### src/hdl/rrt_pkg.sv
// Shared types and constants for the 3D region traversal block.
// Used by rrt_div and ray_region_traversal_3d; depends on nothing else.
package rrt_pkg;

   typedef struct packed {
      logic signed [31:0] start_x;
      logic signed [31:0] start_y;
      logic signed [31:0] start_z;
      logic signed [31:0] end_x;
      logic signed [31:0] end_y;
      logic signed [31:0] end_z;
   } rrt_req_type;

   typedef struct packed {
      logic signed [15:0] key_x;
      logic signed [15:0] key_y;
      logic signed [15:0] key_z;
      logic               last;
      logic               truncated;
   } rrt_rsp_type;

   typedef struct packed {
      logic        start;
      logic [33:0] rem_init;
      logic [47:0] low;
      logic [5:0]  iters;
      logic [33:0] den;
   } rrt_div_req_type;

   typedef struct packed {
      logic        done;
      logic        ovf;
      logic        rem_nz;
      logic [47:0] quot;
   } rrt_div_rsp_type;

   typedef enum logic [3:0] {
      ST_IDLE,
      ST_KEY_START,
      ST_KEY_WAIT,
      ST_LEN_MUL,
      ST_LEN_ACC,
      ST_DECIDE,
      ST_SHORT2,
      ST_AX_START,
      ST_DL_WAIT,
      ST_TM_START,
      ST_TM_WAIT,
      ST_WALK
   } rrt_state_type;

   localparam logic [1:0] CSR_SIZE_X = 2'd0;
   localparam logic [1:0] CSR_SIZE_Y = 2'd1;
   localparam logic [1:0] CSR_SIZE_Z = 2'd2;
   localparam logic [1:0] CSR_RES    = 2'd3;

   localparam logic [30:0] SIZE_RESET = 31'd655360;
   localparam logic [30:0] RES_RESET  = 31'd6554;

   localparam logic [47:0]        TMAX      = 48'hFFFF_FFFF_FFFF;
   localparam logic [48:0]        T_ONE     = 49'h1_0000_0000;
   localparam logic [5:0]         KEY_ITERS = 6'd17;
   localparam logic [5:0]         Q32_ITERS = 6'd48;
   localparam logic signed [15:0] KEY_MAX   = 16'sh7FFF;
   localparam logic signed [15:0] KEY_MIN   = 16'sh8000;

endpackage

### src/hdl/rrt_div.sv
// Restoring divider, one quotient bit per cycle, shared by the key and time setup.
// Depends on rrt_pkg for its request and response types.
module rrt_div (
   input  logic                     clock,
   input  logic                     reset,
   input  rrt_pkg::rrt_div_req_type div_req,
   output rrt_pkg::rrt_div_rsp_type div_rsp
);

   logic [33:0] rem_ff, rem_in;
   logic [47:0] sh_ff, sh_in;
   logic [47:0] q_ff, q_in;
   logic [33:0] den_ff, den_in;
   logic [5:0]  cnt_ff, cnt_in;
   logic        ovf_ff, ovf_in;
   logic        busy_ff, busy_in;
   logic        done_ff, done_in;
   logic [34:0] trial;
   logic [34:0] diff;
   logic        ge;

   always_comb begin
      trial   = {rem_ff, sh_ff[47]};
      ge      = trial >= {1'b0, den_ff};
      diff    = trial - {1'b0, den_ff};
      rem_in  = rem_ff;
      sh_in   = sh_ff;
      q_in    = q_ff;
      den_in  = den_ff;
      cnt_in  = cnt_ff;
      ovf_in  = ovf_ff;
      busy_in = busy_ff;
      done_in = 1'b0;
      if (div_req.start) begin
         rem_in  = div_req.rem_init;
         sh_in   = div_req.low;
         q_in    = '0;
         den_in  = div_req.den;
         cnt_in  = div_req.iters;
         ovf_in  = div_req.rem_init >= div_req.den;
         busy_in = 1'b1;
      end else if (busy_ff) begin
         rem_in = ge ? diff[33:0] : trial[33:0];
         q_in   = {q_ff[46:0], ge};
         sh_in  = {sh_ff[46:0], 1'b0};
         cnt_in = cnt_ff - 6'd1;
         if (cnt_ff == 6'd1) begin
            busy_in = 1'b0;
            done_in = 1'b1;
         end
      end
   end

   always_ff @(posedge clock) begin
      if (reset) begin
         busy_ff <= 1'b0;
         done_ff <= 1'b0;
      end else begin
         busy_ff <= busy_in;
         done_ff <= done_in;
      end
      rem_ff <= rem_in;
      sh_ff  <= sh_in;
      q_ff   <= q_in;
      den_ff <= den_in;
      cnt_ff <= cnt_in;
      ovf_ff <= ovf_in;
   end

   assign div_rsp.done   = done_ff;
   assign div_rsp.ovf    = ovf_ff;
   assign div_rsp.rem_nz = rem_ff != '0;
   assign div_rsp.quot   = q_ff;

endmodule

### config.mk
export PLATFORM = sky130hd
export DESIGN_NAME = rrt_div
export DESIGN_NICKNAME = d
export VERILOG_FILES = /design/src/hdl/rrt_pkg.sv /design/src/hdl/rrt_div.sv
export SDC_FILE = /design/constraint.sdc
export NUM_CORES = 1
export LEC_CHECK = 0
export BUFFER_PORTS_ARGS = -buffer_cell sky130_fd_sc_hd__buf_2
export CORE_AREA = 3 3 187 189
export DETAILED_ROUTE_END_ITERATION = 8
export DIE_AREA = 0 0 190 192
export GPL_TIMING_DRIVEN = 0
export SETUP_SLACK_MARGIN = 0.4
export SLEW_MARGIN = 5
export SYNTH_ARGS = -nofsm -noshare
export SYNTH_HDL_FRONTEND = slang
export SYNTH_SLANG_ARGS = --single-unit
export TNS_END_PERCENT = 1
### constraint.sdc
create_clock -name clock -period 2.8 [get_ports clock]
set_clock_uncertainty 0.05 [all_clocks]
set_input_delay 0.14 -clock clock [delete_from_list [all_inputs] [get_ports clock]]
set_output_delay 0.14 -clock clock [all_outputs]
set_load 0.02 [all_outputs]
==> out/metrics.yaml <==
status: "finished, violations left"
violations: "setup timing"
port_buffers: 175
core_area_sq_mm: 0.03345
p_int_mw: 5.896
hold_viol: 0
worstPathRequired_ps: 3040
dominantRegCellSynth: "edfxtp_1"
drt_iter0_drc: 547
drt-pass1-iter-count: 7
power.leakage_nw: 5.844
synth_top_area_share_pct: 37.16
avgSynthCellArea_sq_um: 10.42
yosysTopAreaCell: "edfxtp_1"
die_w_um: 190
dieArea_sq_mm: 0.03648
vias: 8375
grt-ovfl-total: 0
cts_tree: "built"
rsz0062_at_grt: "true"
relSlewSlack_pct: 37.04
drc: 0
final_util_pct: 40.67
synthArstFlopShare_pct: 0
dpl.hpwl_um: 20230
crit-reg2reg-capture: "rem_ff[11]"
fmax_mhz: 352.7
min_period_over_period_pct: 101.3
power_frac_comb_pct: 37.0
pwr-share-clk_pct: 27.0
dpl_cell_area_sq_mm: 0.01144
ios: 176
routedWlPerCell_um: 16.84
nFillCells: 3274
syn-cell-area_sq_mm: 0.009938
end_kind: "flop"
nets: 1473
postLayoutCellArea_sq_mm: 0.01360
path_clk_slew_ps: 80
startpoint_type: "flop"
synth_nets: 1150
power_density_mw_per_mm2: 670.2
yosys_register_bits: 173
pwr-share-seq_pct: 35.9
p_sw_mw: 3.220
r2r-start: "rem_ff[15]"
wirelength_um: 29270
slew_violations: 0
drt.antenna.violating_nets: 0
yosys-top-cells-area: "edfxtp_1, dfxtp_1, ha_1"
synth_cell_type_count: 65
yosysSeqAreaShare_pct: 47.24
grt_max_degree: 37
std_cell_rows: 67
fin_ws_ps: -35.22
critPathKind: "reg2reg"
die_h_um: 192
crit_arrival_ps: 3080
cts_inserted_buffers: 17
grt_pass1_vias: 8435
crit_end: "rem_ff[11]"
place_ws_ps: -1279
grt_pass1_wl_um: 45120
syn2layout_area_growth_pct: 36.87
diodes: 0
finalSetupViolCount: 3
layout-drive-gt1-share_pct: 27.75
setup.worst_path.start: "rem_ff[15]"
htreeDepth: 4
switching_share_pct: 35.32
dp.cells: 1577
min_period_ps: 2835
final_cells: 1738
power.total_mw: 9.116
ir_drop_mv: 0.4882
initial_core_util_pct: 29.71
root_buffer: "clkbuf_16"
synth_edf_count: 123
clockBufferDepth: 2
gp_congestion: 0.8512
hp-class: "in2reg"
reg2reg_depth: 11
worst_pin_slew_ps: 944.5
syn_inst: 954
yosysWarnings: 0
drv_cap: 0
viasPerCell: 4.819
r2r_slack_ps: -40
antenna_found_initial: 2
track_usage_pct: 15.88
min_from: "div_req[103]"
cts.sinks: 173
insertion_delay_ps: 450
crit_fanout: 8
==> cells by family after synthesis <==
group | Yosys count | share of synthesized area (%)
multiplexers | 101 | 10.79
adder cells (fa/ha/maj) | 71 | 9.014
flip-flops | 173 | 47.24
AND/OR/NAND/NOR | 264 | 12.59
buffers and inverters | 123 | 5.313
AO/OA/AOI/OAI | 199 | 13.03
XOR/XNOR | 23 | 2.027
==> synthesized netlist by cell type (5+ instances only) <==
| library cell | instances |
|---|---|
| edfxtp_1 | 123 |
| nor2_1 | 102 |
| inv_1 | 79 |
| ha_1 | 70 |
| a21oi_1 | 64 |
| nand2_1 | 57 |
| mux2i_1 | 52 |
| dfxtp_1 | 50 |
| mux2_2 | 49 |
| a21o_1 | 33 |
| o21ai_0 | 27 |
| a31oi_1 | 23 |
| nand3_1 | 22 |
| nand4_1 | 17 |
| xnor2_1 | 17 |
| clkbuf_1 | 15 |
| nor4_1 | 14 |
| buf_1 | 11 |
| buf_4 | 8 |
| nand2b_1 | 8 |
| and2_1 | 7 |
| nor3_1 | 7 |
| and3_1 | 6 |
| xor2_1 | 6 |
| a211oi_1 | 5 |
| and4_1 | 5 |
| o21a_1 | 5 |
| o21bai_1 | 5 |
==> sequential cells by signal, indices dropped and copies added, names as in the netlist <==
signal / flops
ovf_ff: 1
cnt_ff: 6
busy_ff: 1
rem_ff: 34
sh_ff: 48
q_ff: 48
den_ff: 34
done_ff: 1
==> final cells by class <==
| type | instances | area [sq um] | area share, % |
|---|---|---|---|
| Clock buffer | 17 | 425.4 | 3.127 |
| Sequential cell | 173 | 4695 | 34.51 |
| Tap cell | 448 | 560.5 | 4.121 |
| Timing Repair Buffer | 301 | 2102 | 15.45 |
| Clock inverter | 15 | 191.4 | 1.407 |
| Multi-Input combinational cell | 661 | 5060 | 37.20 |
| Inverter | 80 | 300.3 | 2.208 |
| Buffer | 43 | 269.0 | 1.978 |
==> per-layer routing <==
metal  wire [um]  up-vias  track usage, %
li1            -     4117               -
met1       13570     3987           21.14
met5          21        -               0
met3        1817       39           4.472
met4         422        4           3.952
met2       13440      228           25.56
==> layout by cell type (no fill, tap or decap), types with 8 or more instances in the layout <==
| cell | synthesis | routed |
|---|---|---|
| buf_2 | 4 | 176 |
| edfxtp_1 | 123 | 123 |
| dlygate4sd3_1 | 0 | 101 |
| nor2_1 | 102 | 99 |
| inv_1 | 79 | 78 |
| a21oi_1 | 64 | 58 |
| nand2_1 | 57 | 57 |
| ha_1 | 70 | 57 |
| mux2i_1 | 52 | 52 |
| dfxtp_1 | 50 | 50 |
| mux2_2 | 49 | 49 |
| a21o_1 | 33 | 33 |
| buf_4 | 8 | 29 |
| o21ai_0 | 27 | 23 |
| nand3_1 | 22 | 20 |
| a31oi_1 | 23 | 20 |
| nand4_1 | 17 | 17 |
| xnor2_1 | 17 | 17 |
| clkbuf_16 | 0 | 17 |
| clkbuf_1 | 15 | 13 |
| nor4_1 | 14 | 13 |
| buf_1 | 11 | 12 |
| ha_4 | 0 | 11 |
| buf_6 | 4 | 8 |
==> worst min-delay path by stage <==
stage                 end  cells past startpoint
2_1_floorplan     busy_ff                      1
3_3_place_gp      busy_ff                      2
3_5_place_dp      busy_ff                      2
4_1_cts        rem_ff[15]                      3
5_1_grt        rem_ff[26]                      2
6_report       rem_ff[15]                      3
==> stage by stage <==
step | hold WS [ps] | setup TNS (ps)
detailed placement | 267.3 | -146980
global route | 17.61 | -2722
global placement | 266.0 | -139680
floorplan | 162.4 | 0
finish | 24.82 | -80.45
CTS | 4.225 | 0
==> power by group through the flow <==
stage	registers [mW]	logic, mW	clock network, mW
after CTS	3.27	3.27	2.55
after detailed placement	3.33	2.74	0
after global placement	3.33	2.72	0
after global routing	3.31	3.68	2.66
after floorplan	3.27	2.07	0
final	3.27	3.38	2.47
==> critical path: stages, from the launching register on <==
cell	delay, ps
edfxtp_1	400
ha_1	300
buf_6	130
nand4_1	190
nor4_2	290
nand3_2	150
and3_4	170
nand3_2	90
a21oi_4	90
bufbuf_16	270
or3_4	370
a31oi_1	170
==> what timing repair did <==
item	4_1_cts	5_1_grt
setup buffers	22	1
hold endpoints to repair	102	0
gates cloned	5	0
endpoints found under the setup margin	187	171
hold buffers	101	0
gates resized for setup	44	19
pin swaps	14	9
Power figures use the tool's default switching activity.
